$ cat src/assert_macros.svh
// ----------------------------------------------------------------------------
// assertion macros
// shared concurrent check forms, clocked on clk and disabled in reset
// ----------------------------------------------------------------------------
`ifndef ASSERT_MACROS_SVH
`define ASSERT_MACROS_SVH

// condition holds at every edge
`define ASSERT_ALWAYS(label, cond, msg) \
	label: assert property (@(posedge clk) disable iff (!arst_n) (cond)) else $error(msg);

// antecedent implies consequent in the same cycle
`define ASSERT_IMPLIES(label, ante, cons, msg) \
	label: assert property (@(posedge clk) disable iff (!arst_n) (ante) |-> (cons)) \
		else $error(msg);

// antecedent implies consequent in the next cycle
`define ASSERT_NEXT(label, ante, cons, msg) \
	label: assert property (@(posedge clk) disable iff (!arst_n) (ante) |=> (cons)) \
		else $error(msg);

`endif

$ cat src/ngfe_pkg.sv
`timescale 1ns / 1ps
// ----------------------------------------------------------------------------
// ngfe_pkg
// constants, types and helpers shared by the gga field extractor
// ----------------------------------------------------------------------------
package ngfe_pkg;

	localparam int FIELD_CHARS = 16;
	localparam int NUM_BUFS    = 3;
	localparam int NUM_BANKS   = 2;
	localparam int STORE_DEPTH = NUM_BUFS * FIELD_CHARS;
	localparam int MEM_DEPTH   = NUM_BANKS * STORE_DEPTH;
	localparam int ADDR_W      = $clog2(MEM_DEPTH);
	localparam int LEN_W       = $clog2(FIELD_CHARS + 1);
	localparam int IDX_W       = $clog2(FIELD_CHARS);
	localparam int PREFIX_LEN  = 6;
	localparam int CMDQ_DEPTH  = 2;
	localparam int CMDQ_PTR_W  = $clog2(CMDQ_DEPTH);
	localparam int CMDQ_CNT_W  = $clog2(CMDQ_DEPTH + 1);

	localparam logic [7:0] CH_DOLLAR = 8'h24;
	localparam logic [7:0] CH_STAR   = 8'h2A;
	localparam logic [7:0] CH_COMMA  = 8'h2C;
	localparam logic [7:0] CH_G      = 8'h47;
	localparam logic [7:0] CH_P      = 8'h50;
	localparam logic [7:0] CH_A      = 8'h41;
	localparam logic [7:0] CH_NUL    = 8'h00;

	localparam logic [3:0] FIELD_LAT  = 4'd2;
	localparam logic [3:0] FIELD_LON  = 4'd4;
	localparam logic [3:0] FIELD_ALT  = 4'd9;
	localparam logic [3:0] FIELD_UNIT = 4'd10;
	localparam logic [3:0] FIELD_MAX  = 4'd15;

	typedef logic [1:0]        buf_id_t;
	typedef logic [LEN_W-1:0]  len_t;
	typedef logic [IDX_W-1:0]  idx_t;
	typedef logic [ADDR_W-1:0] addr_t;

	localparam buf_id_t BUF_LAT = 2'd0;
	localparam buf_id_t BUF_LON = 2'd1;
	localparam buf_id_t BUF_ALT = 2'd2;

	// one finished sentence handed to the back end
	typedef struct packed {
		logic                       bank;
		len_t [NUM_BUFS-1:0]        lens;
		logic [NUM_BUFS-1:0]        ovf;
	} cmd_t;

	// store write port from the front end
	typedef struct packed {
		logic  en;
		addr_t addr;
		logic [7:0] data;
	} wr_t;

	// queue status
	typedef struct packed {
		logic                  full;
		logic                  empty;
		logic [CMDQ_CNT_W-1:0] count;
	} q_stat_t;

	typedef struct packed {
		logic    hit;
		buf_id_t slot;
	} slot_sel_t;

	function automatic logic [7:0] prefix_char(input logic [2:0] pos);
		logic [7:0] ch;
		case (pos)
			3'd0: ch = CH_DOLLAR;
			3'd1: ch = CH_G;
			3'd2: ch = CH_P;
			3'd3: ch = CH_G;
			3'd4: ch = CH_G;
			3'd5: ch = CH_A;
			default: ch = CH_NUL;
		endcase
		return ch;
	endfunction

	function automatic slot_sel_t buffer_for_field(input logic [3:0] f);
		slot_sel_t s;
		s.hit  = 1'b1;
		s.slot = BUF_LAT;
		if (f == FIELD_LAT) begin
			s.slot = BUF_LAT;
		end else if (f == FIELD_LON) begin
			s.slot = BUF_LON;
		end else if (f == FIELD_ALT || f == FIELD_UNIT) begin
			s.slot = BUF_ALT;
		end else begin
			s.hit = 1'b0;
		end
		return s;
	endfunction

	function automatic addr_t store_addr(input logic bank, input buf_id_t slot,
		input idx_t idx);
		return ADDR_W'(bank) * ADDR_W'(STORE_DEPTH)
			+ ADDR_W'(slot) * ADDR_W'(FIELD_CHARS)
			+ ADDR_W'(idx);
	endfunction

endpackage

$ cat src/ngfe_in_if.sv
`timescale 1ns / 1ps
// ----------------------------------------------------------------------------
// ngfe_in_if
// byte request channel into the extractor
// ----------------------------------------------------------------------------
interface ngfe_in_if;
	logic       valid;
	logic       ready;
	logic [7:0] rx_byte;

	modport source(output valid, output rx_byte, input ready);
	modport sink(input valid, input rx_byte, output ready);
endinterface

$ cat src/ngfe_out_if.sv
`timescale 1ns / 1ps
// ----------------------------------------------------------------------------
// ngfe_out_if
// tagged character request channel out of the extractor
// ----------------------------------------------------------------------------
interface ngfe_out_if;
	logic       valid;
	logic       ready;
	logic [1:0] field_id;
	logic [7:0] char_code;
	logic       char_valid;
	logic       truncated;
	logic       last;

	modport source(output valid, output field_id, output char_code, output char_valid,
		output truncated, output last, input ready);
	modport sink(input valid, input field_id, input char_code, input char_valid,
		input truncated, input last, output ready);
endinterface

$ cat src/ngfe_front.sv
`timescale 1ns / 1ps
// ----------------------------------------------------------------------------
// ngfe_front
// sentence parser: prefix match, field counting, capture into the store
// ----------------------------------------------------------------------------
module ngfe_front (
	input  logic            clk,
	input  logic            arst_n,
	ngfe_in_if.sink         rx,
	input  logic            bank_free,
	output ngfe_pkg::wr_t   wr,
	output logic            cmd_push,
	output ngfe_pkg::cmd_t  cmd
);
	import ngfe_pkg::*;

	logic [2:0]          pos_q;
	logic                matched_q;
	logic [3:0]          fcnt_q;
	len_t [NUM_BUFS-1:0] lens_q;
	logic [NUM_BUFS-1:0] ovf_q;
	logic                bank_q;

	logic       accept;
	logic [7:0] c;
	logic       is_dollar;
	logic       in_body;
	logic       is_star;
	logic       is_comma;
	logic       is_char;
	slot_sel_t  sel;
	len_t       cur_len;
	logic       has_room;

	assign rx.ready  = bank_free;
	assign accept    = rx.valid && rx.ready;
	assign c         = rx.rx_byte;
	assign is_dollar = (c == CH_DOLLAR);
	assign in_body   = accept && !is_dollar && (pos_q != 3'd0) && matched_q;
	assign is_star   = (c == CH_STAR);
	assign is_comma  = (c == CH_COMMA);
	assign is_char   = in_body && !is_star && !is_comma;
	assign sel       = buffer_for_field(fcnt_q);
	assign cur_len   = sel.hit ? lens_q[sel.slot] : '0;
	assign has_room  = (cur_len != LEN_W'(FIELD_CHARS));

	assign wr.en    = is_char && sel.hit && has_room;
	assign wr.addr  = store_addr(bank_q, sel.slot, cur_len[IDX_W-1:0]);
	assign wr.data  = c;

	assign cmd_push = in_body && is_star;
	assign cmd.bank = bank_q;
	assign cmd.lens = lens_q;
	assign cmd.ovf  = ovf_q;

	always_ff @(posedge clk or negedge arst_n) begin
		if (!arst_n) begin
			pos_q     <= '0;
			matched_q <= 1'b0;
			fcnt_q    <= '0;
			lens_q    <= '0;
			ovf_q     <= '0;
			bank_q    <= 1'b0;
		end else if (accept) begin
			if (is_dollar) begin
				pos_q     <= 3'd1;
				matched_q <= 1'b0;
				fcnt_q    <= '0;
				lens_q    <= '0;
				ovf_q     <= '0;
			end else if (pos_q == 3'd0) begin
				pos_q <= pos_q;
			end else if (!matched_q) begin
				if (pos_q < 3'(PREFIX_LEN) && c == prefix_char(pos_q)) begin
					pos_q     <= pos_q + 3'd1;
					matched_q <= (pos_q == 3'(PREFIX_LEN - 1));
				end else begin
					pos_q <= '0;
				end
			end else if (is_star) begin
				pos_q     <= '0;
				matched_q <= 1'b0;
				bank_q    <= ~bank_q;
			end else if (is_comma) begin
				if (fcnt_q != FIELD_MAX) begin
					fcnt_q <= fcnt_q + 4'd1;
				end
			end else if (sel.hit) begin
				if (has_room) begin
					lens_q[sel.slot] <= cur_len + len_t'(1);
				end else begin
					ovf_q[sel.slot] <= 1'b1;
				end
			end
		end
	end

endmodule

$ cat src/ngfe_cmd_fifo.sv
`timescale 1ns / 1ps
// ----------------------------------------------------------------------------
// ngfe_cmd_fifo
// short queue of finished sentences between parser and emitter
// ----------------------------------------------------------------------------
module ngfe_cmd_fifo (
	input  logic                clk,
	input  logic                arst_n,
	input  logic                push,
	input  ngfe_pkg::cmd_t      push_data,
	input  logic                pop,
	output ngfe_pkg::cmd_t      head,
	output ngfe_pkg::q_stat_t   stat
);
	import ngfe_pkg::*;

`include "assert_macros.svh"

	cmd_t                  entries_q [CMDQ_DEPTH];
	logic [CMDQ_PTR_W-1:0] wptr_q;
	logic [CMDQ_PTR_W-1:0] rptr_q;
	logic [CMDQ_CNT_W-1:0] count_q;

	function automatic logic [CMDQ_PTR_W-1:0] ptr_next(input logic [CMDQ_PTR_W-1:0] p);
		return (p == CMDQ_PTR_W'(CMDQ_DEPTH - 1)) ? '0 : p + CMDQ_PTR_W'(1);
	endfunction

	assign head       = entries_q[rptr_q];
	assign stat.count = count_q;
	assign stat.full  = (count_q == CMDQ_CNT_W'(CMDQ_DEPTH));
	assign stat.empty = (count_q == '0);

	always_ff @(posedge clk) begin
		if (push) begin
			entries_q[wptr_q] <= push_data;
		end
	end

	always_ff @(posedge clk or negedge arst_n) begin
		if (!arst_n) begin
			wptr_q  <= '0;
			rptr_q  <= '0;
			count_q <= '0;
		end else begin
			if (push) begin
				wptr_q <= ptr_next(wptr_q);
			end
			if (pop) begin
				rptr_q <= ptr_next(rptr_q);
			end
			case ({push, pop})
				2'b10:   count_q <= count_q + CMDQ_CNT_W'(1);
				2'b01:   count_q <= count_q - CMDQ_CNT_W'(1);
				default: count_q <= count_q;
			endcase
		end
	end

	`ASSERT_IMPLIES(a_no_push_full, push, !stat.full || pop, "push into full queue")
	`ASSERT_IMPLIES(a_no_pop_empty, pop, !stat.empty, "pop from empty queue")
	`ASSERT_ALWAYS(a_count_range, count_q <= CMDQ_CNT_W'(CMDQ_DEPTH), "queue count overrun")

endmodule

$ cat src/ngfe_back.sv
`timescale 1ns / 1ps
// ----------------------------------------------------------------------------
// ngfe_back
// emitter: holds the two-bank character store and drains one sentence
// ----------------------------------------------------------------------------
module ngfe_back (
	input  logic               clk,
	input  logic               arst_n,
	input  ngfe_pkg::wr_t      wr,
	input  ngfe_pkg::cmd_t     head,
	input  ngfe_pkg::q_stat_t  stat,
	output logic               pop,
	output logic               busy,
	ngfe_out_if.source         res
);
	import ngfe_pkg::*;

`include "assert_macros.svh"

	typedef enum logic [3:0] {
		B_IDLE  = 4'b0001,
		B_FETCH = 4'b0010,
		B_LOAD  = 4'b0100,
		B_HOLD  = 4'b1000
	} back_state_t;

	logic [7:0]  mem_q [MEM_DEPTH];
	logic [7:0]  rdata_q;

	back_state_t state_q;
	cmd_t        cmd_q;
	buf_id_t     buf_q;
	idx_t        idx_q;

	logic        vld_q;
	buf_id_t     id_q;
	logic [7:0]  code_q;
	logic        cv_q;
	logic        tr_q;
	logic        last_q;

	addr_t       rd_addr;
	len_t        cur_len;
	logic        buf_empty;
	logic        at_end;
	logic        buf_last;

	assign rd_addr   = store_addr(cmd_q.bank, buf_q, idx_q);
	assign cur_len   = cmd_q.lens[buf_q];
	assign buf_empty = (cur_len == '0);
	assign at_end    = buf_empty || ((LEN_W'(idx_q) + LEN_W'(1)) == cur_len);
	assign buf_last  = (buf_q == BUF_ALT);

	assign pop  = (state_q == B_IDLE) && !stat.empty;
	assign busy = (state_q != B_IDLE);

	assign res.valid      = vld_q;
	assign res.field_id   = id_q;
	assign res.char_code  = code_q;
	assign res.char_valid = cv_q;
	assign res.truncated  = tr_q;
	assign res.last       = last_q;

	always_ff @(posedge clk) begin
		if (wr.en) begin
			mem_q[wr.addr] <= wr.data;
		end
	end

	always_ff @(posedge clk) begin
		rdata_q <= mem_q[rd_addr];
	end

	// payload of the output register, and the sentence command taken on pop
	always_ff @(posedge clk) begin
		if (state_q == B_LOAD) begin
			id_q   <= buf_q;
			code_q <= buf_empty ? CH_NUL : rdata_q;
			cv_q   <= !buf_empty;
			tr_q   <= cmd_q.ovf[buf_q];
			last_q <= buf_last && at_end;
		end
		if (pop) begin
			cmd_q <= head;
		end
	end

	always_ff @(posedge clk or negedge arst_n) begin
		if (!arst_n) begin
			state_q <= B_IDLE;
			buf_q   <= '0;
			idx_q   <= '0;
			vld_q   <= 1'b0;
		end else begin
			case (state_q)
				B_IDLE: begin
					if (!stat.empty) begin
						buf_q   <= BUF_LAT;
						idx_q   <= '0;
						state_q <= B_FETCH;
					end
				end
				B_FETCH: begin
					state_q <= B_LOAD;
				end
				B_LOAD: begin
					vld_q   <= 1'b1;
					state_q <= B_HOLD;
				end
				B_HOLD: begin
					if (res.ready) begin
						vld_q <= 1'b0;
						if (last_q) begin
							state_q <= B_IDLE;
						end else if (at_end) begin
							buf_q   <= buf_q + buf_id_t'(1);
							idx_q   <= '0;
							state_q <= B_FETCH;
						end else begin
							idx_q   <= idx_q + idx_t'(1);
							state_q <= B_FETCH;
						end
					end
				end
				default: begin
					state_q <= B_IDLE;
					vld_q   <= 1'b0;
				end
			endcase
		end
	end

	`ASSERT_IMPLIES(a_vld_in_hold, vld_q, state_q == B_HOLD, "result shown outside hold")
	`ASSERT_NEXT(a_last_ends, res.valid && res.ready && res.last, state_q == B_IDLE, "burst did not end on last")
	`ASSERT_IMPLIES(a_idx_in_len, (state_q == B_LOAD) && !buf_empty, LEN_W'(idx_q) < cur_len, "read past field length")

endmodule

$ cat src/nmea_gga_field_extractor_unit.sv
`timescale 1ns / 1ps
// ----------------------------------------------------------------------------
// nmea_gga_field_extractor_unit
// parses $GPGGA sentences byte by byte and emits latitude, longitude and
// altitude with unit as tagged characters when the sentence ends on '*'
// ----------------------------------------------------------------------------
//  channel  dir  payload                                          handshake
//  rx       in   rx_byte[7:0]                                     valid/ready
//  res      out  field_id[1:0] char_code[7:0] char_valid          valid/ready
//                truncated last
//
//  rx takes one byte per cycle while a store bank is free for the parser.
//  each result passes through a store read, an output load and a handshake;
//  the next result is not read until the sink has taken the one before.
//  the parser fills one store bank while the emitter drains the other; rx
//  stalls only when both banks hold sentences not yet drained.
// ----------------------------------------------------------------------------
module nmea_gga_field_extractor_unit (
	input  logic        clk,
	input  logic        arst_n,
	ngfe_in_if.sink     rx,
	ngfe_out_if.source  res
);
	import ngfe_pkg::*;

	wr_t     wr;
	logic    cmd_push;
	cmd_t    cmd;
	cmd_t    head;
	q_stat_t stat;
	logic    pop;
	logic    busy;
	logic    bank_free;
	logic [CMDQ_CNT_W:0] owned;

	// banks held by queued or draining sentences
	assign owned     = {1'b0, stat.count} + {{CMDQ_CNT_W{1'b0}}, busy};
	assign bank_free = (owned < (CMDQ_CNT_W + 1)'(NUM_BANKS));

	ngfe_front u_front (
		.clk      (clk),
		.arst_n   (arst_n),
		.rx       (rx),
		.bank_free(bank_free),
		.wr       (wr),
		.cmd_push (cmd_push),
		.cmd      (cmd)
	);

	ngfe_cmd_fifo u_fifo (
		.clk      (clk),
		.arst_n   (arst_n),
		.push     (cmd_push),
		.push_data(cmd),
		.pop      (pop),
		.head     (head),
		.stat     (stat)
	);

	ngfe_back u_back (
		.clk   (clk),
		.arst_n(arst_n),
		.wr    (wr),
		.head  (head),
		.stat  (stat),
		.pop   (pop),
		.busy  (busy),
		.res   (res)
	);

endmodule

$ cat src/flat_wrapper.sv
// flat-port wrapper written by rule: the top's interface ports become plain ports
module nmea_gga_field_extractor_unit_flat import ngfe_pkg::*;
  (clk, arst_n, rx_valid, rx_rx_byte, rx_ready, res_valid, res_field_id, res_char_code, res_char_valid, res_truncated, res_last, res_ready);
  ngfe_in_if rx_i ();
  ngfe_out_if res_i ();
  input  logic clk;
  input  logic arst_n;
  input wire logic [$bits(rx_i.valid)-1:0] rx_valid;
  input wire logic [$bits(rx_i.rx_byte)-1:0] rx_rx_byte;
  output wire logic [$bits(rx_i.ready)-1:0] rx_ready;
  output wire logic [$bits(res_i.valid)-1:0] res_valid;
  output wire logic [$bits(res_i.field_id)-1:0] res_field_id;
  output wire logic [$bits(res_i.char_code)-1:0] res_char_code;
  output wire logic [$bits(res_i.char_valid)-1:0] res_char_valid;
  output wire logic [$bits(res_i.truncated)-1:0] res_truncated;
  output wire logic [$bits(res_i.last)-1:0] res_last;
  input wire logic [$bits(res_i.ready)-1:0] res_ready;
  assign rx_i.valid = rx_valid;
  assign rx_i.rx_byte = rx_rx_byte;
  assign rx_ready = rx_i.ready;
  assign res_valid = res_i.valid;
  assign res_field_id = res_i.field_id;
  assign res_char_code = res_i.char_code;
  assign res_char_valid = res_i.char_valid;
  assign res_truncated = res_i.truncated;
  assign res_last = res_i.last;
  assign res_i.ready = res_ready;
  nmea_gga_field_extractor_unit u_core (.clk(clk), .arst_n(arst_n), .rx(rx_i), .res(res_i));
endmodule
$ cat config.mk
export PLATFORM = sky130hd
export DESIGN_NAME = nmea_gga_field_extractor_unit_flat
export DESIGN_NICKNAME = d
export VERILOG_FILES = /design/src/ngfe_pkg.sv /design/src/ngfe_in_if.sv /design/src/ngfe_out_if.sv /design/src/ngfe_front.sv /design/src/ngfe_cmd_fifo.sv /design/src/ngfe_back.sv /design/src/nmea_gga_field_extractor_unit.sv /design/src/flat_wrapper.sv
export VERILOG_INCLUDE_DIRS = /design/src /design/src/src
export SDC_FILE = /design/constraint.sdc
export NUM_CORES = 1
export LEC_CHECK = 0
export ABC_AREA = 1
export BUFFER_PORTS_ARGS = -buffer_cell sky130_fd_sc_hd__buf_4
export CORE_MARGIN = 2
export CORE_UTILIZATION = 25
export CTS_CLUSTER_DIAMETER = 50
export DETAILED_ROUTE_END_ITERATION = 10
export GPL_TIMING_DRIVEN = 0
export PLACE_DENSITY = 0.37
export SYNTH_ARGS = -nofsm -noshare
export SYNTH_HDL_FRONTEND = slang
export SYNTH_SLANG_ARGS = --single-unit
$ cat constraint.sdc
create_clock -name clk -period 4.11 [get_ports clk]
set_input_delay 0.2055 -clock clk [delete_from_list [all_inputs] [get_ports clk]]
set_output_delay 0.2055 -clock clk [all_outputs]
set_load 0.01 [all_outputs]
==> impl.org <==
** Setup path
- Register-to-Register Path Depth :: 14
- The signal on the critical path passes through buf_2, inv_2, clkbuf_1, clkbuf_1, nand2_1, nand3_1, nand3_1, nand3_1, nand2_1, nand2_1, nand2_1, nand3_1, nand3_1, nand2_1.
- Required time of the worst setup path :: 4.75 ns
- CP Max Fanout :: 19
- Master of the slowest instance on the critical path :: clkbuf_1
- WP buf/inv :: 4
- Critical register-to-register path startpoint :: u_core.u_back.idx_q[0]$_DFFE_PN0P_
- Critical path data arrival time :: 4.60 ns
- The critical path in this run is classified as flop to flop.
- FF-to-FF End :: u_core.u_back.rdata_q[3]$_DFF_P_
- In this design, the stage delay of the slowest critical-path cell is 0.67 ns.
- Cell class contributing the biggest share of worst-path delay :: buffers and inverters
- STA classifies the critical path endpoint as a flop.
- The worst setup path is launched from a flop.
- The worst register-to-register path has a setup slack of 0.15 ns.

** Hold path
- The startpoint identified for the worst hold timing path is rx_rx_byte[3].
- Along the worst hold path, the cell count comes to 1.
- The min-delay analysis places its worst path in the category input port to flop.
- Hold worst-path end :: u_core.u_back.mem_q[66][3]$_DFFE_PP_

** Detailed routing
- Wirelength, routed :: 134000 µm
- The detailed router finished its first iteration with 1904 violations.
- The final route contains 25.2k vias.
- Count of TritonRoute iterations in the first routing pass :: 7
- Detailed-route wire length per cell :: 23.9 µm
- Drt drc :: 0
- Number of nets still failing antenna checks after routing :: 0
- After detailed routing, the number of vias per cell comes to roughly 4.5.

** Global route
- Summed over all layers, the global routing overflow is 0.
- Global-route wire length before repair :: 189000 µm
- Antenna violations before repair :: 4
- Via count of the first global-routing pass :: 25.1k
- Global routing used 17.5% of the available tracks.
- Entering global routing, the biggest net connects between 90 and 100 pins.

** Finish
- Number of nets in the layout :: 3599
- Share of cells above drive strength 1 :: 12.0%
- The filler cells instantiated in the layout total 15.1k.
- The area growth from synthesis to layout is 22.5%.
- The finished layout holds 5603 standard cells, fillers aside.

** Place
- In this run the tool buffered the top-level ports with 26 buffer cells.
- The wire-length estimate of the detail-placed layout is 89800 µm.
- Final weighted congestion in routability-driven placement :: 0.844
- Counting tap cells, the placed design contains a total of 5324 instances.

** Floorplanning
- Placeable core region :: 147000 µm²
- Once the floorplan was initialized, standard cells occupied 25.1% of the core.
- Top-level port count :: 27
- # rows :: 141
- Die Footprint :: 151000 µm²
- Overall die width :: between 300 and 400 µm
- Chip Height :: 389 µm

** Synthesis
- After Yosys synthesis, and, or, nand and nor cells account for 21.2% of the synthesized area.
- After synthesis, the share of cell area in mux cells is 0.578%.
- Synthesis produced a netlist whose cell count is 3360.
- Area share of xor/xnor cells in the synthesized design :: 0.142%
- After synthesis, the largest family of logic cells by area is simple AND/OR/NAND/NOR gates.
- The synthesized netlist devotes less than 1% of its cell area to adder and majority cells.
- Of the post-synthesis cell area, the dominant cell type holds roughly two thirds.
- Number of unique standard cell types used by synthesis :: 36
- Summing every instance area after synthesis gives 37000 µm².
- Sequential element share of the synthesized area :: a little under three quarters
- Number of warnings printed during yosys synthesis :: 0
- The synthesized design contains approximately 890 register bits.
- Post-synth net total :: 3388
- Post-synthesis compound-gate area fraction :: roughly 3.0%
- Post-synthesis cell type with the largest combined area :: edfxtp_1
- Each instance of the synthesized netlist takes up on average 11.0 µm².
- Leading cell types by total area after synthesis :: edfxtp_1 68%, nand2_1 13%, nand3_1 5.2%

** STA
- Setup tns final :: 0 ns
- Final critical-path required period :: 3.96 ns
- Final Hold Slack :: 0.0515 ns
- Worst Clk Skew :: 0.0560 ns
- In the finished design, the share of the clock period the worst path needs comes to between 90% and 100%.
- Worst slew margin relative to its limit :: 6.26%
- Setup repair after global routing could not meet its margin everywhere.
- Setup violations remaining at the end of the flow were counted as 0.
- Static timing analysis puts the maximum clock frequency at about 250 MHz.
- The count of endpoints failing hold in the final timing report is 0.
- Least-Margin Pin Slew :: 1.41 ns
- Final-report max-slew violation count :: 0

** Pwr
- Switching fraction of total power :: 26.2%
- For this design the static power due to leakage is 16.3 nW.
- Power spread over the standard cell area amounts to approximately 500 nW/µm².
- Across the VDD grid, the largest voltage drop is approximately 0.36 mV.
- Clock power frac :: between 40% and 50%
- For this design the total switching power over the nets is 5.97 mW.
- Cell internal power was estimated by the tool at 16.8 mW.
- Combinational logic burns 9.4% of the power.
- The share of total power dissipated in sequential elements is 44.7%.

** Run
- Across the run, the number of max-cap violations was 0.

** Clocking
- TritonCTS built the clock tree.
- Clk sinks :: ~900
- Number of buffers created by CTS :: 121
- Counting along the longest clock path gives a buffer depth of 3.
- After clock tree synthesis, the clock-pin slew on the worst setup and hold paths is 0.06 ns.
- CTS root buf :: clkbuf_16
- Clock H-tree levels :: 3
- For the worst-skew pair, the clock arrives at the later sink with an insertion delay of 0.77 ns.

** Status
- The flow ran to the end, and the final reports show no timing, DRC or antenna violations.
==> layout make-up <==
class / count / area [µm²] / area share, %
Clock inverter: 81 / 820 / 1.81
Buffer: 168 / 717 / 1.58
Timing Repair Buffer: 89 / 1180 / 2.60
Clock buffer: 143 / 3180 / 7.02
Multi-Input combinational cell: 2159 / 10100 / 22.3
Tap cell: 1930 / 2410 / 5.32
Inverter: 144 / 541 / 1.19
Antenna cell: 1 / 2.50 / 0.00552
Sequential cell: 888 / 26400 / 58.2
==> synth_stat cells (all sizes together) <==
| master | count |
|---|---|
| a21boi | 33 |
| a21oi | 36 |
| buf | 57 |
| clkbuf | 112 |
| dfrtp | 41 |
| dfstp | 1 |
| dfxtp | 8 |
| edfxtp | 838 |
| fa | 2 |
| ha | 14 |
| inv | 144 |
| mux2 | 19 |
| nand2 | 1307 |
| nand3 | 385 |
| nand3b | 4 |
| nand4 | 11 |
| nor2 | 205 |
| nor3 | 6 |
| nor3b | 1 |
| nor4 | 1 |
| o21ai | 74 |
| o22ai | 51 |
| or2 | 4 |
| xnor2 | 2 |
| xor2 | 4 |
==> cell families after synthesis <==
| group | Yosys count |
|---|---|
| AO/OA/AOI/OAI | 194 |
| XOR/XNOR | 6 |
| adder cells (fa/ha/maj) | 16 |
| buffers and inverters | 313 |
| flip-flops | 888 |
| multiplexers | 19 |
| AND/OR/NAND/NOR | 1924 |
==> what timing repair did <==
action | CTS | global route
gates resized for setup | 170 | 32
buffers inserted | 32 | 14
gates cloned | 0 | 0
pin swaps | 16 | 14
hold endpoints to repair | 104 | 6
hold buffers | 7 | 1
setup endpoints to repair | 721 | 768
==> state kept, by name, summed over array words and instances, names as in the netlist, 2 cells and up <==
name and cells:
u_core.u_front.ovf_q 3, u_core.u_back.rdata_q 8, u_core.u_back.idx_q 4, u_core.u_back.mem_q 768
u_core.u_back.res.field_id 2, u_core.u_front.cmd 15, u_core.u_front.pos_q 3, u_core.u_fifo.entries_q 38
u_core.u_fifo.count_q 2, u_core.u_back.buf_q 2, u_core.u_back.res.char_code 8, u_core.u_back.state_q 4
u_core.u_front.fcnt_q 4, u_core.u_back.cmd_q 19
==> how the worst max path moves through the flow <==
| stage | endpoint | slack [ns] | from | cells after the start |
|---|---|---|---|---|
| floorplan | u_core.u_back.mem_q[32][0]$_DFFE_PP_ | 0.94 | u_core.u_front.fcnt_q[0]$_DFFE_PN0P_ | 19 |
| detailed placement | u_core.u_back.mem_q[27][2]$_DFFE_PP_ | -0.81 | u_core.u_front.fcnt_q[0]$_DFFE_PN0P_ | 19 |
| global route | u_core.u_back.mem_q[79][5]$_DFFE_PP_ | -0.13 | u_core.u_front.fcnt_q[0]$_DFFE_PN0P_ | 10 |
| global placement | u_core.u_back.mem_q[43][1]$_DFFE_PP_ | -0.80 | u_core.u_front.fcnt_q[0]$_DFFE_PN0P_ | 19 |
| finish | u_core.u_back.rdata_q[3]$_DFF_P_ | 0.15 | u_core.u_back.idx_q[0]$_DFFE_PN0P_ | 14 |
| CTS | u_core.u_back.mem_q[76][3]$_DFFE_PP_ | -0.18 | u_core.u_front.fcnt_q[0]$_DFFE_PN0P_ | 19 |
==> routing by layer <==
metal | part of all wire [%] | up-vias | track usage [%] | wire length, µm
li1 | - | 11924 | - | -
met1 | 46 | 12586 | 24.1 | 61800
met2 | 47 | 575 | 28.6 | 62500
met3 | 4.7 | 158 | 2.79 | 6320
met4 | 2.3 | 0 | 4.41 | 3050
met5 | 0 | - | 0 | 0
==> power groups by stage <==
stage | combinational (mW) | clock, mW | sequential (mW)
final | 2.15 | 10.5 | 10.2
after global routing | 2.37 | 11.0 | 10.2
after CTS | 2.19 | 10.7 | 10.2
after detailed placement | 2.17 | 0 | 10.4
after global placement | 2.14 | 0 | 10.4
after floorplan | 1.10 | 0 | 10.4
==> cell usage in the layout (no fill, tap or decap), types with 11 or more instances in the layout <==
master / instances
a21boi_0: 33
mux2_2: 19
o22ai_1: 51
buf_4: 45
nor2_1: 101
buf_12: 27
nand4_1: 11
buf_1: 32
nor2_2: 22
inv_1: 138
clkbuf_1: 129
clkinvlp_4: 11
clkbuf_16: 124
clkinv_2: 16
o21ai_0: 73
ha_1: 14
clkinv_1: 19
edfxtp_1: 838
buf_2: 15
nand2_1: 1300
nor2_4: 82
dfrtp_1: 41
a21oi_1: 35
nand3_1: 381
==> through the flow <==
stage	worst slack [ns]	total power [mW]	util [%]	area, µm²
after global routing	-0.130	23.6	30.8	45300
after detailed placement	-0.808	12.5	27.0	39800
after global placement	-0.795	12.5	26.9	39600
final	0.154	22.8	30.8	45400
after CTS	-0.180	23.1	30.5	44900
after floorplan	0.937	11.5	-	37000
Note: power is estimated with default switching activity, not from simulation.
